<file path="config.mk">
export PLATFORM = sky130hd
export DESIGN_NAME = button_click_classifier_unit
export DESIGN_NICKNAME = d
export VERILOG_FILES = /design/src/hdl/bcc_pkg.sv /design/src/hdl/bcc_lane.sv /design/src/hdl/bcc_merge.sv /design/src/hdl/button_click_classifier_unit.sv
export SDC_FILE = /design/constraint.sdc
export NUM_CORES = 2
export LEC_CHECK = 0
export BUFFER_PORTS_ARGS = -buffer_cell sky130_fd_sc_hd__buf_2
export CAP_MARGIN = 10
export CORE_MARGIN = 4
export CORE_UTILIZATION = 30
export DETAILED_ROUTE_END_ITERATION = 10
export PLACE_DENSITY = 0.45
export SLEW_MARGIN = 20
export SYNTH_ARGS = -nofsm -noshare
export SYNTH_HDL_FRONTEND = slang
export SYNTH_SLANG_ARGS = --single-unit
</file>
<file path="constraint.sdc">
create_clock -name clk -period 8.4 [get_ports clk]
set_input_delay 0 -clock clk [delete_from_list [all_inputs] [get_ports clk]]
set_output_delay 0 -clock clk [all_outputs]
set_load 0.01 [all_outputs]
</file>
<file path="src/hdl/bcc_pkg.sv">
// Package with the types, codes and constants of the button click classifier.
`default_nettype none

package bcc_pkg;

    // Fixed sizes.
    localparam int NUM_BTN        = 4;
    localparam int COUNT_BITS_DEF = 16;
    localparam int PERIOD_W       = 10;
    localparam int LONG_W         = 16;
    localparam int CFG_DATA_W     = 16;
    localparam int CFG_INDEX_W    = 1;
    localparam int ACTIONS_W      = 7;

    // Opcodes of an input transaction.
    localparam logic [1:0] OP_PRESS   = 2'd0;
    localparam logic [1:0] OP_TICK    = 2'd1;
    localparam logic [1:0] OP_COLLECT = 2'd2;

    // Per-button click states.
    localparam logic [1:0] ST_IDLE  = 2'd0;
    localparam logic [1:0] ST_WAIT  = 2'd1;
    localparam logic [1:0] ST_SHORT = 2'd2;
    localparam logic [1:0] ST_LONG  = 2'd3;

    // Configuration register indexes and reset values.
    localparam logic [CFG_INDEX_W-1:0] CFG_CHECK_PERIOD = 1'd0;
    localparam logic [CFG_INDEX_W-1:0] CFG_LONG_PRESS   = 1'd1;
    localparam logic [PERIOD_W-1:0]    PERIOD_RESET     = 10'd10;
    localparam logic [LONG_W-1:0]      LONG_RESET       = 16'd1000;

    // Input transaction payload.
    typedef struct packed {
        logic [1:0]         opcode;
        logic [NUM_BTN-1:0] held;
    } in_item_t;

    // Output transaction payload.
    typedef struct packed {
        logic [1:0]           state_btn0;
        logic [1:0]           state_btn1;
        logic [1:0]           state_btn2;
        logic [1:0]           state_btn3;
        logic [ACTIONS_W-1:0] actions;
    } out_item_t;

    // Control that the top level hands to every lane.
    typedef struct packed {
        logic       step;
        logic [1:0] opcode;
    } lane_ctl_t;

    // Timing configuration seen by every lane.
    typedef struct packed {
        logic [PERIOD_W-1:0] period;
        logic [LONG_W-1:0]   long_ms;
    } timing_cfg_t;

endpackage

`default_nettype wire

</file>
<file path="src/hdl/bcc_lane.sv">
// One button lane: click state and hold counter of a single button.
`default_nettype none

module bcc_lane
    import bcc_pkg::*;
#(
    parameter int COUNT_BITS = COUNT_BITS_DEF
)
(
    input  wire logic        clk,
    input  wire logic        rst_n,
    input  wire lane_ctl_t   ctl,
    input  wire logic        held,
    input  wire timing_cfg_t timing,
    output logic [1:0]       state_now,
    output logic [1:0]       state_after
);

    localparam int PROD_W = COUNT_BITS + PERIOD_W;

    logic [1:0]            state_reg;
    logic [1:0]            state_next;
    logic [COUNT_BITS-1:0] count_reg;
    logic [COUNT_BITS-1:0] count_next;
    logic [PROD_W-1:0]     hold_ms;
    logic                  long_reached;

    // Elapsed hold time against the long-press threshold.
    assign hold_ms      = PROD_W'(count_reg) * PROD_W'(timing.period);
    assign long_reached = hold_ms >= {{(PROD_W-LONG_W){1'b0}}, timing.long_ms};

    // Next state of this button for the transaction being accepted.
    always_comb
    begin
        state_next = state_reg;
        count_next = count_reg;
        if (ctl.step)
        begin
            case (ctl.opcode)
                OP_PRESS:
                begin
                    if (held)
                    begin
                        state_next = ST_WAIT;
                    end
                end
                OP_TICK:
                begin
                    if (state_reg == ST_WAIT)
                    begin
                        if (!held)
                        begin
                            state_next = ST_SHORT;
                            count_next = '0;
                        end
                        else if (long_reached)
                        begin
                            state_next = ST_LONG;
                            count_next = '0;
                        end
                        else if (count_reg != '1)
                        begin
                            count_next = count_reg + COUNT_BITS'(1);
                        end
                    end
                end
                OP_COLLECT:
                begin
                    if (state_reg inside {ST_SHORT, ST_LONG})
                    begin
                        state_next = ST_IDLE;
                    end
                end
                default:
                begin
                    state_next = state_reg;
                end
            endcase
        end
    end

    // State registers.
    always_ff @(posedge clk or negedge rst_n)
    begin
        if (!rst_n)
        begin
            state_reg <= ST_IDLE;
            count_reg <= '0;
        end
        else
        begin
            state_reg <= state_next;
            count_reg <= count_next;
        end
    end

    assign state_now   = state_reg;
    assign state_after = state_next;

endmodule

`default_nettype wire

</file>
<file path="src/hdl/bcc_merge.sv">
// Merge stage: builds action flags from the lanes and buffers the results.
`default_nettype none

module bcc_merge
    import bcc_pkg::*;
(
    input  wire logic                     clk,
    input  wire logic                     rst_n,
    input  wire lane_ctl_t                ctl,
    input  wire logic [NUM_BTN-1:0][1:0]  lane_now,
    input  wire logic [NUM_BTN-1:0][1:0]  lane_after,
    input  wire logic                     out_ready,
    output logic                          in_ready,
    output logic                          out_valid,
    output out_item_t                     out_data
);

    logic [ACTIONS_W-1:0] actions;
    out_item_t            result;
    out_item_t            head_reg;
    out_item_t            head_next;
    out_item_t            skid_reg;
    out_item_t            skid_next;
    logic                 head_valid_reg;
    logic                 head_valid_next;
    logic                 skid_valid_reg;
    logic                 skid_valid_next;
    logic                 pop;

    // Action flags from the pending clicks that a collect clears.
    always_comb
    begin
        actions = '0;
        if (ctl.opcode == OP_COLLECT)
        begin
            actions[0] = lane_now[0] inside {ST_SHORT, ST_LONG};
            for (int i = 1; i < NUM_BTN; i++)
            begin
                actions[2*i-1] = lane_now[i] == ST_SHORT;
                actions[2*i]   = lane_now[i] == ST_LONG;
            end
        end
    end

    // Result of the transaction being accepted.
    always_comb
    begin
        result.state_btn0 = lane_after[0];
        result.state_btn1 = lane_after[1];
        result.state_btn2 = lane_after[2];
        result.state_btn3 = lane_after[3];
        result.actions    = actions;
    end

    // Two-entry output buffer: the head drives the port, the skid catches
    // a result that arrives while the head is stalled.
    assign pop      = head_valid_reg && out_ready;
    assign in_ready = !skid_valid_reg;

    always_comb
    begin
        head_next       = head_reg;
        skid_next       = skid_reg;
        head_valid_next = head_valid_reg;
        skid_valid_next = skid_valid_reg;
        if (skid_valid_reg)
        begin
            if (pop)
            begin
                head_next       = skid_reg;
                skid_valid_next = 1'b0;
            end
        end
        else if (!head_valid_reg || pop)
        begin
            head_next       = result;
            head_valid_next = ctl.step;
        end
        else if (ctl.step)
        begin
            skid_next       = result;
            skid_valid_next = 1'b1;
        end
    end

    // Buffer control.
    always_ff @(posedge clk or negedge rst_n)
    begin
        if (!rst_n)
        begin
            head_valid_reg <= 1'b0;
            skid_valid_reg <= 1'b0;
        end
        else
        begin
            head_valid_reg <= head_valid_next;
            skid_valid_reg <= skid_valid_next;
        end
    end

    // Buffer payload.
    always_ff @(posedge clk)
    begin
        head_reg <= head_next;
        skid_reg <= skid_next;
    end

    assign out_valid = head_valid_reg;
    assign out_data  = head_reg;

endmodule

`default_nettype wire

</file>
<file path="src/hdl/button_click_classifier_unit.sv">
// Top level of the button click classifier: four button lanes and a merge stage.
//
// Usage: input transactions carry an opcode (press report, check tick,
// collect) and the held bits of four buttons on in_valid/in_ready/in_data.
// Every input transaction yields exactly one output transaction on
// out_valid/out_ready/out_data with the four click states after the step
// and, for a collect, the seven action flags.
// The result is registered in the output buffer's head, or in its skid entry while the head is stalled.
// Throughput: one transaction per cycle while in_ready is high; each lane updates its state and
// hold counter through one counter-by-period multiply.
// A two-entry output buffer keeps accepting while one result waits; when
// both entries are full, in_ready drops until the receiver takes one.
// Configuration: cfg_wr_en writes cfg_wr_data to the register chosen by
// cfg_index (check period, long-press time) with no wait state.
// Reset: all buttons idle, counters zero, period 10 ms, long press 1000 ms,
// output buffer empty.
`default_nettype none

module button_click_classifier_unit
    import bcc_pkg::*;
#(
    parameter int COUNT_BITS = COUNT_BITS_DEF
)
(
    input  wire logic                   clk,
    input  wire logic                   rst_n,
    input  wire logic                   in_valid,
    output logic                        in_ready,
    input  wire in_item_t               in_data,
    output logic                        out_valid,
    input  wire logic                   out_ready,
    output out_item_t                   out_data,
    input  wire logic                   cfg_wr_en,
    input  wire logic [CFG_INDEX_W-1:0] cfg_index,
    input  wire logic [CFG_DATA_W-1:0]  cfg_wr_data
);

    logic [PERIOD_W-1:0]      period_reg;
    logic [LONG_W-1:0]        long_reg;
    timing_cfg_t              timing;
    lane_ctl_t                ctl;
    logic [NUM_BTN-1:0][1:0]  lane_now;
    logic [NUM_BTN-1:0][1:0]  lane_after;

    // Configuration registers.
    always_ff @(posedge clk or negedge rst_n)
    begin
        if (!rst_n)
        begin
            period_reg <= PERIOD_RESET;
            long_reg   <= LONG_RESET;
        end
        else if (cfg_wr_en)
        begin
            case (cfg_index)
                CFG_CHECK_PERIOD: period_reg <= cfg_wr_data[PERIOD_W-1:0];
                CFG_LONG_PRESS:   long_reg   <= cfg_wr_data[LONG_W-1:0];
                default:          period_reg <= period_reg;
            endcase
        end
    end

    assign timing.period  = period_reg;
    assign timing.long_ms = long_reg;

    // Lane control for the accepted transaction.
    assign ctl.step   = in_valid && in_ready;
    assign ctl.opcode = in_data.opcode;

    // One lane per button.
    for (genvar g = 0; g < NUM_BTN; g++)
    begin : g_lane
        bcc_lane #(
            .COUNT_BITS (COUNT_BITS)
        ) u_lane (
            .clk         (clk),
            .rst_n       (rst_n),
            .ctl         (ctl),
            .held        (in_data.held[g]),
            .timing      (timing),
            .state_now   (lane_now[g]),
            .state_after (lane_after[g])
        );
    end

    // Action flags and output buffering.
    bcc_merge u_merge (
        .clk        (clk),
        .rst_n      (rst_n),
        .ctl        (ctl),
        .lane_now   (lane_now),
        .lane_after (lane_after),
        .out_ready  (out_ready),
        .in_ready   (in_ready),
        .out_valid  (out_valid),
        .out_data   (out_data)
    );

endmodule

`default_nettype wire

</file>
# Word level (Yosys, flattened, before mapping)
# Cells that the tools add are included.
# word_totals
register_bits	130
out_inout_bits	17
word_cells	128
# classes
n_addsub	4
multipliers	4
magnitude_cmp	4
n_eq_ne	23
mux	48
n_bitwise	3
n_reduce_logical	20
# ops
cell	count
$mux 16	12
$ge 26x16->1	4
$mul 16x10->26	4
$add 16x1->16 const B	4
$ne 16x16->1 const B	4
$mux 2	24
$mux 15	3
$pmux 2 s3	4
$eq 2x2->1 const B	9
$reduce_and 4->1	4
$ne 3x1->1 const B	4
$eq 2x1->1 const B	5
$reduce_bool 2->1	5
$reduce_and 2->1	4
$mux 7	1
$mux 1	4
$not 1->1	3
$reduce_and 3->1	1
$logic_and 1x1->1	2
$logic_not 1->1	2
$logic_not 2->1	1
$ne 2x2->1 const B	1
$logic_or 1x1->1	1

# Longest topological paths before layout
# depth
depth_word	9
mapped_depth	33
ltp_nobuf	30

# Hierarchy
# A second synthesis with hierarchy kept.
# hier_totals
cells_unflattened	3363
area_unflattened_um2	29404.5
# by_module_without_submodules
mod	n_inst	cells_per_inst	area_per_inst_um2
bcc_lane at g_lane[3].u_lane	1	826	6901.6
bcc_lane at g_lane[0].u_lane	1	801	6799.0
bcc_lane at g_lane[2].u_lane	1	807	6799.0
bcc_lane at g_lane[1].u_lane	1	791	6611.3
bcc_merge	1	81	1302.5
button_click_classifier_unit	1	57	991.0

# Least setup slack after synthesis
# Ideal clock, no wire load.
# synth_timing
path_type	register to register
startpoint	reg period_reg[1]
endpoint	reg u_merge.head_reg, in the netlist u_merge.out_data[10] (data pin)
setup_ns	0.260
arrival_time_ns	6.969
required_time_ns	8.140
setup_slack_ns	1.171
path_stages_with_launch	33
synth_period_minus_slack_ns	7.229
path_cell_list	dfstp_2 clkbuf_1 clkbuf_1 nand2_1 fa_1 inv_1 fa_1 inv_1 fa_1 inv_1 fa_1 inv_1 fa_1 inv_1 ha_1 o21a_1 or2_2 a21o_1 o31a_1 a21o_1 a21oi_1 xnor2_1 ha_1 nand2_1 o21ai_0 a21oi_1 nor2b_1 nor4_1 o2111ai_1 nor2_1 nor4b_4 o21ai_2 mux2_2
# synth_lines
item	line_no	rtl
start, declared	button_click_classifier_unit.sv:38	logic [PERIOD_W-1:0] period_reg;
start signal, assigned	button_click_classifier_unit.sv:56	CFG_CHECK_PERIOD: period_reg <= cfg_wr_data[PERIOD_W-1:0];
start signal, assigned	button_click_classifier_unit.sv:58	default: period_reg <= period_reg;
end signal, assigned	bcc_merge.sv:104	head_reg <= head_next;
end, declared	bcc_merge.sv:20	out_item_t head_reg;

==> results_dict.tcl <==
set metrics [dict create \
    first_pass_iters 5 \
    die_h_um 318 \
    grt_setup_unrepaired "no" \
    max-vdd-ir-drop_v 0.000151 \
    setup_viol 0 \
    finalHoldViolCount 0 \
    die_area_sq_mm 0.101 \
    die_w_um 318 \
    cts.sinks 130 \
    tightestPinTransition_ps 1130 \
    status "complete, no violations" \
    finalWirelength_um 79300 \
    worstPathArrival_ps 8130 \
    layout_min_cycle_time_ps 7910 \
    grt_overflow_total 0 \
    synth_fp_nets 4091 \
    synth_seq_cells 130 \
    clock_latency_ps 470 \
    max_slew_margin_pct 24.8 \
    slowest_stage "dfstp_4" \
    hold_ws_ps 16.2 \
    drive_gt1_share_pct 6.32 \
    worstPathRequired_ps 8620 \
    r2r_slack_ps 490 \
    cts_max_path_buffers 2 \
    synth_top_family_by_area "adder cells" \
    crit_cells 32 \
    stdcell_count 4558 \
    clk_pin_slew_ps 70 \
    grt_pass1_vias 23100 \
    leakagePower_nw 16.1 \
    multi_input_area_sq_mm 0.0227 \
    post_synth_fa_ha_maj_area_fraction_pct 44.1 \
    n_fill_cell 10000 \
    worstPathMaxFanout 19 \
    avgSynthCellArea_sq_um 8.70 \
    cp_top_family "adder cells" \
    seq_area_sq_mm 0.00343 \
    placed_cells 4496 \
    fin_nets 4057 \
    power_density_mw_per_mm2 103 \
    synth_ff_type "dfrtp_1" \
    wl_per_cell_um 17.4 \
    placed_cell_area_sq_mm 0.0304 \
    numPortBuffers 44 \
    maxCapViolCount 0 \
    core_area_sq_mm 0.0952 \
    postRouteAntennaNets 0 \
    crit_path_max_incr_delay_ps 760 \
    initial_core_util_pct 30.3 \
    async_flop_share_pct 76.9 \
    via_per_inst 4.79 \
    skew_ps 18.1 \
    cp-end-kind "flip-flop" \
    crit_type "reg -> reg" \
    boundaryPins 45 \
    synth-seq-area-share_pct 11.8 \
    hold_path.class "in -> async" \
    synth_cells 3311 \
    fp-row-count 113 \
    crit_buf_inv 7 \
    gp_congestion 0.807 \
    cts-root-buf "clkbuf_16" \
    synth-compound-area-share_pct 9.35 \
    synth_cell_type_count 85 \
    synth_area_leaders "fa_1, ha_1, dfrtp_1, and2_1, inv_1" \
    drcViolationCount 0 \
    synth.mux.area_fraction_pct 1.69 \
    clock.fmax_mhz 126 \
    synth_xor_xnor_area_share_pct 3.71 \
    grtUsageTotal_pct 16.1 \
    r2r_cells 32 \
    antenna_found_initial 5 \
    grt_first_pass_wirelength_um 131000 \
    final_common_cell "inv_1" \
    numCtsBuffers 17 \
    power_mw 3.23 \
    cts_setup_buffers 0 \
    fin_area_sq_mm 0.0313 \
    finalCritPeriodShare_pct 94.1 \
    layout_common_cells "inv_1, nand2_1, fa_1" \
    synth_edf_count 30 \
    yosys_warnings 0 \
    grt_max_degree 50 \
    final_max_slew_viol_count 0 \
    drtIter0Drc 1028 \
    synthSimpleGateAreaFrac_pct 20.0 \
    cts_tree "yes" \
    startpoint_type "flip-flop" \
    area.growth.synth_to_final_pct 8.68 \
    tns_ps 0 \
    synth_top_area_cell "fa_1" \
    htree_num_levels 4 \
    synthesis.area_sq_mm 0.0288 \
    synth_top_area_share_pct 30.6 \
    largest_reg_flops 64 \
    dp_hpwl_um 63800 \
    vias 21800 \
]
-- path summary, 6_finish.rpt --
check | start | endpoint
hold reg to reg | long_reg[2] | long_reg[2]
setup reg to reg | period_reg[1] | u_merge.out_data[10]
hold / removal | rst_n | g_lane[1].u_lane.count_reg[4]
max in group asynchronous | rst_n | period_reg[5]
min in group clk | in_data[2] | g_lane[2].u_lane.state_now[1]
setup / recovery | period_reg[1] | u_merge.out_data[10]
-- worst register-to-register path, delay by kind of cell (launching register included) --
family	cells	cell delay [ps]
AO/OA/AOI/OAI	9	1310
AND/OR/NAND/NOR	7	1370
multiplexers	1	260
buffers and inverters	7	700
adder cells (fa/ha/maj)	7	3100
XOR/XNOR	1	170
flip-flops	1	760
-- synth_stat cells (8+ instances only) --
cell type	count
a211oi_1	12
nand2_1	449
and4_1	9
and2_1	323
o21ai_0	63
nor2_1	146
a31oi_1	18
inv_1	531
o211ai_1	14
and3_1	30
nand4_1	49
xor2_1	56
o21bai_1	9
o31ai_1	14
nand3_1	45
dfrtp_1	92
a21o_1	74
dfstp_2	8
xnor2_1	66
nor3_1	17
mux2_2	37
fa_1	440
ha_1	312
a21oi_1	114
nor2b_1	23
edfxtp_1	30
o21a_1	17
nand2b_1	12
clkbuf_1	167
a2111oi_0	8
-- layer usage --
metal  part of all wire [%]  vias up  GRT usage [%]
li1                       -    10500              -
met1                     50    11000           23.3
met2                     47      290           26.8
met4                   0.68        0           2.29
met3                    3.0       32           1.67
met5                      0        -              0
-- what timing repair did --
item,CTS,global route
endpoints found under the hold margin,62,0
hold buffers,27,0
resized for setup,0,3
endpoints found under the setup margin,0,18
-- final cells by class --
| type | count | share of cell area (%) |
|---|---|---|
| diodes | 3 | 0.0240 |
| clock buffers | 22 | 1.69 |
| clock inverters | 10 | 0.340 |
| inverters | 532 | 6.38 |
| multi-input cells | 2477 | 72.6 |
| flip-flops and latches | 130 | 11.0 |
| well taps | 1265 | 5.06 |
| repair buffers | 119 | 2.93 |
-- through the flow --
stage	utilization, %	worst slack [ps]
floorplan	-	1170
global placement	31.9	504
detailed placement	31.9	423
CTS	32.9	369
global route	32.9	65.7
finish	32.9	492
-- logic make-up after synthesis --
family,count (synthesis)
AO/OA/AOI/OAI,405
XOR/XNOR,122
adder cells (fa/ha/maj),752
buffers and inverters,704
flip-flops,130
multiplexers,44
AND/OR/NAND/NOR,1154
-- where the power goes --
part	leakage, nW	internal, mW	switching (mW)
registers	1.59	0.747	0.131
logic	14.2	0.629	0.909
clock network	0.310	0.483	0.336
total	16.1	1.86	1.38
No activity file was read; power rests on OpenSTA's default activity.
